[config.mk]
export PLATFORM = sky130hd
export DESIGN_NAME = gyro_quaternion_integrator
export DESIGN_NICKNAME = d
export VERILOG_FILES = /design/src/sv/gqi_pkg.sv /design/src/sv/gyro_quaternion_integrator.sv /design/src/sv/gqi_smul.sv /design/src/sv/gqi_sdiv.sv /design/src/sv/gqi_sqrt.sv
export SDC_FILE = /design/constraint.sdc
export NUM_CORES = 2
export LEC_CHECK = 0
export ABC_AREA = 1
export BUFFER_PORTS_ARGS = -buffer_cell sky130_fd_sc_hd__buf_4
export CAP_MARGIN = 20
export CORE_AREA = 10 10 428 430
export DETAILED_ROUTE_END_ITERATION = 8
export DIE_AREA = 0 0 438 440
export GPL_ROUTABILITY_DRIVEN = 0
export GPL_TIMING_DRIVEN = 0
export PLACE_DENSITY_LB_ADDON = 0.12
export SYNTH_ARGS = -nofsm -noshare
export SYNTH_HDL_FRONTEND = slang
export SYNTH_SLANG_ARGS = --single-unit
[constraint.sdc]
create_clock -name clk -period 45.3 [get_ports clk]
set_input_delay 9.06 -clock clk [delete_from_list [all_inputs] [get_ports clk]]
set_output_delay 9.06 -clock clk [all_outputs]
set_load 0.05 [all_outputs]
[src/sv/gqi_pkg.sv]
// Shared types, constants and coefficient tables for the gyro quaternion integrator.
// No dependencies; the top level, the multiplier and the divider import this package.
package gqi_pkg;

  localparam int ACC_W = 68;

  typedef logic signed [ACC_W-1:0] acc_t;
  typedef logic signed [31:0]      q30_t;
  typedef logic signed [23:0]      rate_t;

  typedef struct packed {
    logic [1:0] mode;
    rate_t      rate_x;
    rate_t      rate_y;
    rate_t      rate_z;
  } in_t;

  typedef struct packed {
    q30_t r00;
    q30_t r01;
    q30_t r02;
    q30_t r10;
    q30_t r11;
    q30_t r12;
    q30_t r20;
    q30_t r21;
    q30_t r22;
  } out_t;

  // control bundle toward the serial multiplier
  typedef struct packed {
    logic start;
    logic clr;
    logic sub;
  } mul_req_t;

  // one product term: operand selects and sign
  typedef struct packed {
    logic [1:0] asel;
    logic [1:0] bsel;
    logic       sub;
  } term_t;

  localparam logic [1:0] MODE_RESET = 2'd0;
  localparam logic [1:0] MODE_STEP  = 2'd1;
  localparam logic [1:0] MODE_ROT   = 2'd2;
  localparam logic [1:0] MODE_SPARE = 2'd3;

  localparam logic [1:0] QW = 2'd0;
  localparam logic [1:0] QX = 2'd1;
  localparam logic [1:0] QY = 2'd2;
  localparam logic [1:0] QZ = 2'd3;

  localparam logic [1:0] RX = 2'd0;
  localparam logic [1:0] RY = 2'd1;
  localparam logic [1:0] RZ = 2'd2;

  localparam logic [7:0]  TICK_RESET = 8'd2;
  localparam logic [31:0] STEP_DIV   = 32'd131072000;
  localparam q30_t        ONE_Q30    = 32'sd1073741824;

  // Omega(w) * q rows: term j of component i
  function automatic term_t sum_term(input logic [1:0] i, input logic [1:0] j);
    term_t t;
    case ({i, j})
      4'b00_00: t = '{RX, QX, 1'b1};
      4'b00_01: t = '{RY, QY, 1'b1};
      4'b00_10: t = '{RZ, QZ, 1'b1};
      4'b01_00: t = '{RX, QW, 1'b0};
      4'b01_01: t = '{RZ, QY, 1'b0};
      4'b01_10: t = '{RY, QZ, 1'b1};
      4'b10_00: t = '{RY, QW, 1'b0};
      4'b10_01: t = '{RZ, QX, 1'b1};
      4'b10_10: t = '{RX, QZ, 1'b0};
      4'b11_00: t = '{RZ, QW, 1'b0};
      4'b11_01: t = '{RY, QX, 1'b0};
      4'b11_10: t = '{RX, QY, 1'b1};
      default:  t = '{RX, QW, 1'b0};
    endcase
    return t;
  endfunction

  // rotation matrix entry k: two doubled quaternion products
  function automatic term_t mat_term(input logic [3:0] k, input logic j);
    term_t t;
    case ({k, j})
      5'd0:  t = '{QY, QY, 1'b1};
      5'd1:  t = '{QZ, QZ, 1'b1};
      5'd2:  t = '{QX, QY, 1'b0};
      5'd3:  t = '{QZ, QW, 1'b0};
      5'd4:  t = '{QX, QZ, 1'b0};
      5'd5:  t = '{QY, QW, 1'b1};
      5'd6:  t = '{QX, QY, 1'b0};
      5'd7:  t = '{QZ, QW, 1'b1};
      5'd8:  t = '{QX, QX, 1'b1};
      5'd9:  t = '{QZ, QZ, 1'b1};
      5'd10: t = '{QY, QZ, 1'b0};
      5'd11: t = '{QX, QW, 1'b0};
      5'd12: t = '{QX, QZ, 1'b0};
      5'd13: t = '{QY, QW, 1'b0};
      5'd14: t = '{QY, QZ, 1'b0};
      5'd15: t = '{QX, QW, 1'b1};
      5'd16: t = '{QX, QX, 1'b1};
      5'd17: t = '{QY, QY, 1'b1};
      default: t = '{QW, QW, 1'b0};
    endcase
    return t;
  endfunction

endpackage

[src/sv/gyro_quaternion_integrator.sv]
// Top level: quaternion state, operation sequencer and result register.
// Depends on gqi_pkg, gqi_smul, gqi_sdiv and gqi_sqrt.
//
//  channel | direction | handshake         | payload
//  --------+-----------+-------------------+-------------------------------
//  in_     | into      | in_valid/in_stall | in_data  (in_t: mode, rates)
//  out_    | out of    | out_valid/out_stall| out_data (out_t: 3x3 matrix)
//  cfg_    | into      | cfg_valid/cfg_ready| cfg_data (tick_ms, 8 bit)
//
// Identity reset and the unused mode are done in the idle state; an integration step
// runs on the bit-serial multiplier, the divider and the root unit, a matrix on the
// multiplier alone; in_stall stays high until the step is done.
// Reset is synchronous, active low: quaternion to identity, tick_ms to 2.
// A finished matrix waits in the output register while new transactions are taken;
// a later matrix holds in the sequencer until that register frees.
module gyro_quaternion_integrator import gqi_pkg::*; (
  input  logic       clk,
  input  logic       rst_n,
  input  logic       in_valid,
  output logic       in_stall,
  input  in_t        in_data,
  output logic       out_valid,
  input  logic       out_stall,
  output out_t       out_data,
  input  logic       cfg_valid,
  output logic       cfg_ready,
  input  logic [7:0] cfg_data
);

  localparam logic [3:0] ST_IDLE = 4'd0;
  localparam logic [3:0] ST_SUM  = 4'd1;  // Omega row sums
  localparam logic [3:0] ST_SCL  = 4'd2;  // times tick, plus half divisor
  localparam logic [3:0] ST_DQ   = 4'd3;  // floor divide by step divisor
  localparam logic [3:0] ST_SQ   = 4'd4;  // sum of squares
  localparam logic [3:0] ST_ROOT = 4'd5;
  localparam logic [3:0] ST_NDIV = 4'd6;  // normalize each component
  localparam logic [3:0] ST_MAT  = 4'd7;  // matrix entries
  localparam logic [3:0] ST_OUT  = 4'd8;

  localparam acc_t S32_MAX  = acc_t'(64'sd2147483647);
  localparam acc_t S32_MIN  = acc_t'(-64'sd2147483648);
  localparam acc_t HALF_DIV = acc_t'(STEP_DIV >> 1);
  localparam acc_t ONE_Q60  = acc_t'(1) <<< 60;
  localparam logic signed [33:0] CLAMP_HI = 34'sd1073741824;
  localparam logic signed [33:0] CLAMP_LO = -34'sd1073741824;

  logic [3:0] state_r;
  logic       issued_r;
  logic [1:0] i_r, j_r;
  logic [3:0] k_r;
  q30_t       q_r [4];
  q30_t       p_r [4];
  q30_t       mat_r [9];
  rate_t      wx_r, wy_r, wz_r;
  logic [7:0] tick_r;
  logic [31:0] norm_r;
  logic       dq_neg_r;
  out_t       out_r;
  logic       out_valid_r;

  mul_req_t         mul_req;
  acc_t             mul_a, mul_init, mul_acc;
  q30_t             mul_b;
  logic             mul_done;
  logic             div_start, div_done;
  logic [ACC_W-1:0] div_num, div_quot;
  logic [31:0]      div_den;
  logic             sqrt_start, sqrt_done;
  logic [31:0]      sqrt_root;
  term_t            st, mt;
  logic [31:0]      p_mag;
  acc_t             dq, q_sum;
  logic [63:0]      m_rnd;
  logic signed [33:0] m_q30;
  q30_t             m_sat, n_sat;

  function automatic q30_t sat32(input acc_t v);
    if (v > S32_MAX) return q30_t'(S32_MAX);
    if (v < S32_MIN) return q30_t'(S32_MIN);
    return v[31:0];
  endfunction

  function automatic rate_t rate_sel(input logic [1:0] s, input rate_t x, input rate_t y,
                                     input rate_t z);
    case (s)
      RX:      return x;
      RY:      return y;
      default: return z;
    endcase
  endfunction

  assign st    = sum_term(i_r, j_r);
  assign mt    = mat_term(k_r, j_r[0]);
  assign p_mag = p_r[i_r][31] ? 32'(-p_r[i_r]) : 32'(p_r[i_r]);

  // Drive the shared arithmetic units from the current step.
  always_comb begin
    mul_req    = '0;
    mul_a      = '0;
    mul_b      = '0;
    mul_init   = '0;
    div_start  = 1'b0;
    div_num    = '0;
    div_den    = '0;
    sqrt_start = 1'b0;
    unique case (state_r)
      ST_SUM: begin
        mul_req.start = !issued_r;
        mul_req.clr   = (j_r == 2'd0);
        mul_req.sub   = st.sub;
        mul_a         = acc_t'(rate_sel(st.asel, wx_r, wy_r, wz_r));
        mul_b         = q_r[st.bsel];
      end
      ST_SCL: begin
        mul_req.start = !issued_r;
        mul_req.clr   = 1'b1;
        mul_a         = mul_acc;
        mul_b         = q30_t'({24'd0, tick_r});
        mul_init      = HALF_DIV;
      end
      ST_DQ: begin
        // floor division of a negative value: negate, bias up, negate back
        div_start = !issued_r;
        div_num   = mul_acc[ACC_W-1] ? ACC_W'(-mul_acc) + ACC_W'(STEP_DIV - 32'd1)
                                     : ACC_W'(mul_acc);
        div_den   = STEP_DIV;
      end
      ST_SQ: begin
        mul_req.start = !issued_r;
        mul_req.clr   = (i_r == 2'd0);
        mul_a         = acc_t'(p_r[i_r]);
        mul_b         = p_r[i_r];
      end
      ST_ROOT: begin
        sqrt_start = !issued_r;
      end
      ST_NDIV: begin
        div_start = !issued_r;
        div_num   = ACC_W'({p_mag, 30'd0}) + ACC_W'(norm_r[31:1]);
        div_den   = norm_r;
      end
      ST_MAT: begin
        mul_req.start = !issued_r;
        mul_req.clr   = (j_r[0] == 1'b0);
        mul_req.sub   = mt.sub;
        mul_a         = acc_t'(q_r[mt.asel]) <<< 1;
        mul_b         = q_r[mt.bsel];
        mul_init      = (k_r == 4'd0 || k_r == 4'd4 || k_r == 4'd8) ? ONE_Q60 : '0;
      end
      default: ;
    endcase
  end

  // Quotient back to a signed step, added to the old component.
  assign dq    = dq_neg_r ? -acc_t'(div_quot) : acc_t'(div_quot);
  assign q_sum = acc_t'(q_r[i_r]) + dq;

  // Normalized component: restore sign, saturate.
  always_comb begin
    if (p_r[i_r][31]) begin
      n_sat = (div_quot > ACC_W'(33'd2147483648)) ? q30_t'(S32_MIN) : -q30_t'(div_quot[31:0]);
    end else begin
      n_sat = (div_quot > ACC_W'(32'd2147483647)) ? q30_t'(S32_MAX) : q30_t'(div_quot[31:0]);
    end
  end

  // Matrix entry: wrap to 64 bits, round to Q2.30, clamp to +-1.
  assign m_rnd = mul_acc[63:0] + 64'd536870912;
  assign m_q30 = m_rnd[63:30];
  assign m_sat = (m_q30 > CLAMP_HI) ? q30_t'(CLAMP_HI) :
                 (m_q30 < CLAMP_LO) ? q30_t'(CLAMP_LO) : m_q30[31:0];

  gqi_smul u_smul (
    .clk   (clk),
    .rst_n (rst_n),
    .req   (mul_req),
    .init  (mul_init),
    .a     (mul_a),
    .b     (mul_b),
    .acc   (mul_acc),
    .done  (mul_done)
  );

  gqi_sdiv u_sdiv (
    .clk   (clk),
    .rst_n (rst_n),
    .start (div_start),
    .num   (div_num),
    .den   (div_den),
    .quot  (div_quot),
    .done  (div_done)
  );

  gqi_sqrt u_sqrt (
    .clk   (clk),
    .rst_n (rst_n),
    .start (sqrt_start),
    .n     (mul_acc[63:0]),
    .root  (sqrt_root),
    .done  (sqrt_done)
  );

  always_ff @(posedge clk) begin
    if (!rst_n) begin
      state_r     <= ST_IDLE;
      issued_r    <= 1'b0;
      i_r         <= '0;
      j_r         <= '0;
      k_r         <= '0;
      out_valid_r <= 1'b0;
      tick_r      <= TICK_RESET;
      q_r[0]      <= ONE_Q30;
      q_r[1]      <= '0;
      q_r[2]      <= '0;
      q_r[3]      <= '0;
    end else begin
      if (cfg_valid && cfg_ready) tick_r <= cfg_data;
      // raise on a new matrix, drop once the consumer takes it
      if (state_r == ST_OUT && (!out_valid_r || !out_stall)) out_valid_r <= 1'b1;
      else if (out_valid_r && !out_stall) out_valid_r <= 1'b0;
      if (mul_req.start || div_start || sqrt_start) issued_r <= 1'b1;

      unique case (state_r)
        ST_IDLE: begin
          i_r <= '0;
          j_r <= '0;
          k_r <= '0;
          if (in_valid) begin
            case (in_data.mode)
              MODE_RESET: begin
                q_r[0] <= ONE_Q30;
                q_r[1] <= '0;
                q_r[2] <= '0;
                q_r[3] <= '0;
              end
              MODE_STEP: begin
                wx_r    <= in_data.rate_x;
                wy_r    <= in_data.rate_y;
                wz_r    <= in_data.rate_z;
                state_r <= ST_SUM;
              end
              MODE_ROT: state_r <= ST_MAT;
              default: ;
            endcase
          end
        end
        ST_SUM: if (mul_done) begin
          issued_r <= 1'b0;
          if (j_r == 2'd2) begin
            j_r     <= '0;
            state_r <= ST_SCL;
          end else begin
            j_r <= j_r + 2'd1;
          end
        end
        ST_SCL: if (mul_done) begin
          issued_r <= 1'b0;
          dq_neg_r <= mul_acc[ACC_W-1];
          state_r  <= ST_DQ;
        end
        ST_DQ: if (div_done) begin
          issued_r   <= 1'b0;
          p_r[i_r]   <= sat32(q_sum);
          i_r        <= i_r + 2'd1;
          state_r    <= (i_r == 2'd3) ? ST_SQ : ST_SUM;
        end
        ST_SQ: if (mul_done) begin
          issued_r <= 1'b0;
          i_r      <= i_r + 2'd1;
          if (i_r == 2'd3) state_r <= ST_ROOT;
        end
        ST_ROOT: if (sqrt_done) begin
          issued_r <= 1'b0;
          norm_r   <= sqrt_root;
          if (sqrt_root == 32'd0) begin
            // degenerate step: fall back to identity
            q_r[0]  <= ONE_Q30;
            q_r[1]  <= '0;
            q_r[2]  <= '0;
            q_r[3]  <= '0;
            state_r <= ST_IDLE;
          end else begin
            state_r <= ST_NDIV;
          end
        end
        ST_NDIV: if (div_done) begin
          issued_r <= 1'b0;
          q_r[i_r] <= n_sat;
          i_r      <= i_r + 2'd1;
          if (i_r == 2'd3) state_r <= ST_IDLE;
        end
        ST_MAT: if (mul_done) begin
          issued_r <= 1'b0;
          if (j_r[0] == 1'b0) begin
            j_r <= 2'd1;
          end else begin
            j_r        <= '0;
            mat_r[k_r] <= m_sat;
            k_r        <= k_r + 4'd1;
            if (k_r == 4'd8) state_r <= ST_OUT;
          end
        end
        ST_OUT: begin
          // hold until the output register is free
          if (!out_valid_r || !out_stall) begin
            out_r   <= '{mat_r[0], mat_r[1], mat_r[2], mat_r[3], mat_r[4],
                         mat_r[5], mat_r[6], mat_r[7], mat_r[8]};
            state_r <= ST_IDLE;
          end
        end
        default: state_r <= ST_IDLE;
      endcase
    end
  end

  assign in_stall  = (state_r != ST_IDLE);
  assign cfg_ready = (state_r == ST_IDLE);
  assign out_valid = out_valid_r;
  assign out_data  = out_r;

`ifndef SYNTHESIS
  a_out_from_seq: assert property (@(posedge clk) disable iff (!rst_n)
    $rose(out_valid_r) |-> $past(state_r) == ST_OUT)
    else $error("result raised outside the output step");

  a_mul_owner: assert property (@(posedge clk) disable iff (!rst_n)
    mul_done |-> (state_r == ST_SUM || state_r == ST_SCL || state_r == ST_SQ ||
                  state_r == ST_MAT))
    else $error("multiplier finished with no step waiting");

  a_root_next: assert property (@(posedge clk) disable iff (!rst_n)
    sqrt_done |=> (state_r == ST_NDIV || state_r == ST_IDLE))
    else $error("root completion led to a wrong step");
`endif

endmodule

[src/sv/gqi_smul.sv]
// Bit-serial signed multiply-accumulate, one multiplier bit per cycle.
// Depends on gqi_pkg.
module gqi_smul import gqi_pkg::*; (
  input  logic        clk,
  input  logic        rst_n,
  input  mul_req_t    req,
  input  acc_t        init,
  input  acc_t        a,
  input  q30_t        b,
  output acc_t        acc,
  output logic        done
);

  logic       busy_r, done_r, sub_r;
  logic [4:0] cnt_r;
  acc_t       a_r, acc_r, acc_nxt;
  q30_t       b_r;
  logic       neg;

  // top bit of b carries negative weight
  assign neg     = sub_r ^ (cnt_r == 5'd31);
  assign acc_nxt = !b_r[0] ? acc_r : (neg ? acc_r - a_r : acc_r + a_r);

  always_ff @(posedge clk) begin
    if (!rst_n) begin
      busy_r <= 1'b0;
      done_r <= 1'b0;
      cnt_r  <= '0;
    end else begin
      done_r <= 1'b0;
      if (req.start) begin
        busy_r <= 1'b1;
        cnt_r  <= '0;
      end else if (busy_r) begin
        cnt_r <= cnt_r + 5'd1;
        if (cnt_r == 5'd31) begin
          busy_r <= 1'b0;
          done_r <= 1'b1;
        end
      end
    end
  end

  always_ff @(posedge clk) begin
    if (req.start) begin
      a_r   <= a;
      b_r   <= b;
      sub_r <= req.sub;
      if (req.clr) acc_r <= init;
    end else if (busy_r) begin
      acc_r <= acc_nxt;
      a_r   <= a_r <<< 1;
      b_r   <= b_r >>> 1;
    end
  end

  assign acc  = acc_r;
  assign done = done_r;

endmodule

[src/sv/gqi_sdiv.sv]
// Restoring unsigned divider, one quotient bit per cycle.
// Depends on gqi_pkg.
module gqi_sdiv import gqi_pkg::*; (
  input  logic             clk,
  input  logic             rst_n,
  input  logic             start,
  input  logic [ACC_W-1:0] num,
  input  logic [31:0]      den,
  output logic [ACC_W-1:0] quot,
  output logic             done
);

  logic             busy_r, done_r, ge;
  logic [6:0]       cnt_r;
  logic [ACC_W-1:0] n_r;
  logic [31:0]      rem_r, d_r;
  logic [32:0]      rem_sh, diff;

  assign rem_sh = {rem_r, n_r[ACC_W-1]};
  assign diff   = rem_sh - {1'b0, d_r};
  assign ge     = rem_sh >= {1'b0, d_r};

  always_ff @(posedge clk) begin
    if (!rst_n) begin
      busy_r <= 1'b0;
      done_r <= 1'b0;
      cnt_r  <= '0;
    end else begin
      done_r <= 1'b0;
      if (start) begin
        busy_r <= 1'b1;
        cnt_r  <= '0;
      end else if (busy_r) begin
        cnt_r <= cnt_r + 7'd1;
        if (cnt_r == 7'(ACC_W - 1)) begin
          busy_r <= 1'b0;
          done_r <= 1'b1;
        end
      end
    end
  end

  always_ff @(posedge clk) begin
    if (start) begin
      n_r   <= num;
      d_r   <= den;
      rem_r <= '0;
    end else if (busy_r) begin
      rem_r <= ge ? diff[31:0] : rem_sh[31:0];
      n_r   <= {n_r[ACC_W-2:0], ge};
    end
  end

  assign quot = n_r;
  assign done = done_r;

endmodule

[src/sv/gqi_sqrt.sv]
// Digit-by-digit integer square root, one root bit per cycle.
// No package dependencies.
module gqi_sqrt (
  input  logic        clk,
  input  logic        rst_n,
  input  logic        start,
  input  logic [63:0] n,
  output logic [31:0] root,
  output logic        done
);

  logic        busy_r, done_r, ge;
  logic [4:0]  cnt_r;
  logic [63:0] n_r;
  logic [35:0] rem_r, rem_sh, trial;
  logic [31:0] root_r;

  assign rem_sh = {rem_r[33:0], n_r[63:62]};
  assign trial  = {2'b00, root_r, 2'b01};
  assign ge     = rem_sh >= trial;

  always_ff @(posedge clk) begin
    if (!rst_n) begin
      busy_r <= 1'b0;
      done_r <= 1'b0;
      cnt_r  <= '0;
    end else begin
      done_r <= 1'b0;
      if (start) begin
        busy_r <= 1'b1;
        cnt_r  <= '0;
      end else if (busy_r) begin
        cnt_r <= cnt_r + 5'd1;
        if (cnt_r == 5'd31) begin
          busy_r <= 1'b0;
          done_r <= 1'b1;
        end
      end
    end
  end

  always_ff @(posedge clk) begin
    if (start) begin
      n_r    <= n;
      rem_r  <= '0;
      root_r <= '0;
    end else if (busy_r) begin
      rem_r  <= ge ? rem_sh - trial : rem_sh;
      root_r <= {root_r[30:0], ge};
      n_r    <= {n_r[61:0], 2'b00};
    end
  end

  assign root = root_r;
  assign done = done_r;

endmodule
==> flow_summary.ini <==
[timing]
fmax_mhz = 81.0
min_period_ps = 12340
fin_tns_setup_ps = 0
rsz0062_at_grt = no
setup_viol = 0
final.period_utilization_pct = 27.2
worst_slack_ps = 32960
timing.final.max_slew_violations = 0
finalClockSkew_ps = 52.5
hold_viol = 0
worstMarginPinSlew_ps = 1310
relSlewSlack_pct = 11.6

[logic_synthesis]
synth_area_um2 = 78000
ys_warn_count = 0
ys_seq_elements = 1415
synth_edf_count = 1270
synth.avg_cell_area_um2 = 8.73
synth_top_cell_by_area = edfxtp_1
yosysSeqAreaShare_pct = 52.6
synthArstFlopShare_pct = 0
synth_area_leaders = edfxtp_1 49%, nand2_1 8.9%, inv_1 5.0%, o21ai_0 5.0%, nor2_1 4.8%
synthFlopType = edfxtp_1
synth.distinct_cells = 69
synth_top_cell_area_share_pct = 48.9
syn_nets = 9259
synthCells = 8936

[route]
drc = 0
drt-vias-per-instance = 5.82
vias = 70000
drt_pass1_iterations = 7
wl_per_cell_um = 24.9
drt_iter0_markers = 10300
routed_wl_um = 299000
ant_nets = 0

[die]
die_x_um = 438
die_area_um2 = 193000
row_count = 154
core-area_um2 = 175000
die_h_um = 440
io_pins = 378
start_util_pct = 44.6

[global_route]
track_usage_pct = 29.8
antenna_found_initial = 15
grt_pass1_wl_um = 429000
first_global_vias = 64900
grt-ovfl-total = 0
grt_max_degree = 71

[critical_path]
path_buf_inv = 15
rrSetupSlack_ps = 37710
crit_end = out_data[32]
cp_common_cell = buf_6
crit_cells = 16
critPathMaxFanout = 14
cp_slowest_cell = nor3_2
path_delay_family = buffers and inverters
arrival_ps = 12860
cp.required_ps = 45820
critPathLaunch = rst_n
cp-start-kind = input pin
crit_chain = clkbuf_1, buf_16, inv_1, clkbuf_1, nor3_2, buf_6, buf_6, buf_8, buf_6, buf_6, buf_6, buf_6, buf_6, buf_6, buf_6, buf_6
r2r_cells = 36
max_stage_delay_ps = 700
critPathKind = input pin to flip-flop
reg2reg_to = p_r[2][4]
crit_path_end_kind = flip-flop

[finish]
final_common_cell = nand2_1
nNetsFinal = 9865
syn_to_final_growth_pct = 15.5
final_cell_mix = 1836 x nand2_1, 1270 x edfxtp_1, 1033 x inv_1, 992 x nor2_1, 772 x o21ai_0
final_layout_size_suffix_gt1_share_pct = 9.08

[clocking]
cts_max_path_buffers = 3
clock-sinks = 1415
postCtsHoldBufs = 0
post_cts_resized = 0
cts_root_buffer = clkbuf_16
clk_latency_ps = 850
htree_levels = 4
tritoncts = built
cts_buffers = 154
path_clk_slew_ps = 60
cts_setup_buffers = 0

[power]
power-per-cell-area_nw_per_um2 = 71.4
ir_drop_v = 0.0000505
p_leak_uw = 0.0355

[worst_hold_path]
hold_path_class = flip-flop to flip-flop

[run_status]
status = finished, final reports clean

[place]
post-dp-hpwl_um = 236000
pre_cts_ws_ps = 32200
portBuffers = 376

[run]
maxCapViolations = 0
-- worst min path at each step --
stage,from,end,slack [ps],depth (start not counted)
2_1_floorplan,mat_r[8][0],out_data[0],400,0
3_3_place_gp,mat_r[1][19],out_data[243],400,0
3_5_place_dp,mat_r[5][13],out_data[109],400,0
4_1_cts,mat_r[0][0],out_data[256],390,0
5_1_grt,mat_r[0][0],out_data[256],390,0
6_report,mat_r[0][0],out_data[256],400,0
-- cell type report --
cell class | count | area [µm²]
repair buffers | 450 | 3950
well taps | 2340 | 2930
flip-flops and latches | 1415 | 41000
clock inverters | 67 | 878
multi-input cells | 6135 | 31700
diodes | 14 | 35.0
plain buffers | 326 | 1410
clock buffers | 207 | 4180
fillers | 16400 | 84800
inverters | 1060 | 3980
-- power breakdown --
part           internal [µW]  switching [µW]
registers               1740             165
clock network            708             549
logic                    919            2350
-- cells in the mapped netlist (62+ instances only) --
cell and n:
o211ai_1 115, a31oi_1 127, nand3_1 412, o21ai_0 773, nor3_1 138, nand2_1 1842
edfxtp_1 1270, nor2_1 1004, dfxtp_1 145, clkbuf_1 245, xor2_1 216, nand4_1 83
nor4_1 62, ha_1 233, inv_1 1034, a21oi_1 692
-- sequential cells by signal, indices dropped and copies added, names as in the netlist, 34 cells and up, named ones only --
register,cells
mat_r,288
out_data,288
p_r,128
q_r,128
u_sdiv.quot,68
u_smul.a_r,68
u_smul.acc,68
u_sqrt.n_r,64
u_sqrt.rem_r,34
-- worst reg2reg max path, delay by kind of cell (launching register included) --
| kind | cells | cell delay (ps) |
|---|---|---|
| compound gates | 2 | 1010 |
| buf+inv | 11 | 2480 |
| flops | 1 | 310 |
| simple gates | 21 | 2670 |
| fa+ha+maj | 2 | 810 |
-- metal layers --
layer | part of all wire (%) | vias up | track usage (%) | wire length [µm]
li1 | - | 31800 | - | -
met4 | 6.5 | 4 | 15.9 | 19400
met3 | 12 | 892 | 8.79 | 36200
met5 | 0.0094 | - | 0 | 28
met2 | 42 | 4241 | 44.0 | 125000
met1 | 40 | 33000 | 39.3 | 118000
-- cells by family (layout without fill, tap and decap cells) --
group	Yosys count	in the layout	share of synthesized area [%]
AOI/OAI and AO/OA	1960	1960	14.1
xor gates and xnor gates	268	268	3.01
adders and majority gates	236	236	3.81
buffers and inverters	1386	2110	6.91
DFF	1415	1415	52.6
muxes	3	3	0.0433
other	0	14	0
and+or+nand+nor	3668	3668	19.5
-- stage by stage --
stage               total power [µW]  hold WS (ps)  utilization [%]  area, µm²  std cells
floorplan                       3990           400                -      78000       8936
finish                          6440           400             51.5      90100      12000
global route                    6780           390             51.5      90100      12000
global placement                5050           401             47.9      83800      11700
CTS                             6320           393             51.5      90000      12000
detailed placement              5050           405             48.6      85000      11700
Note: power is estimated with default switching activity, not from simulation.
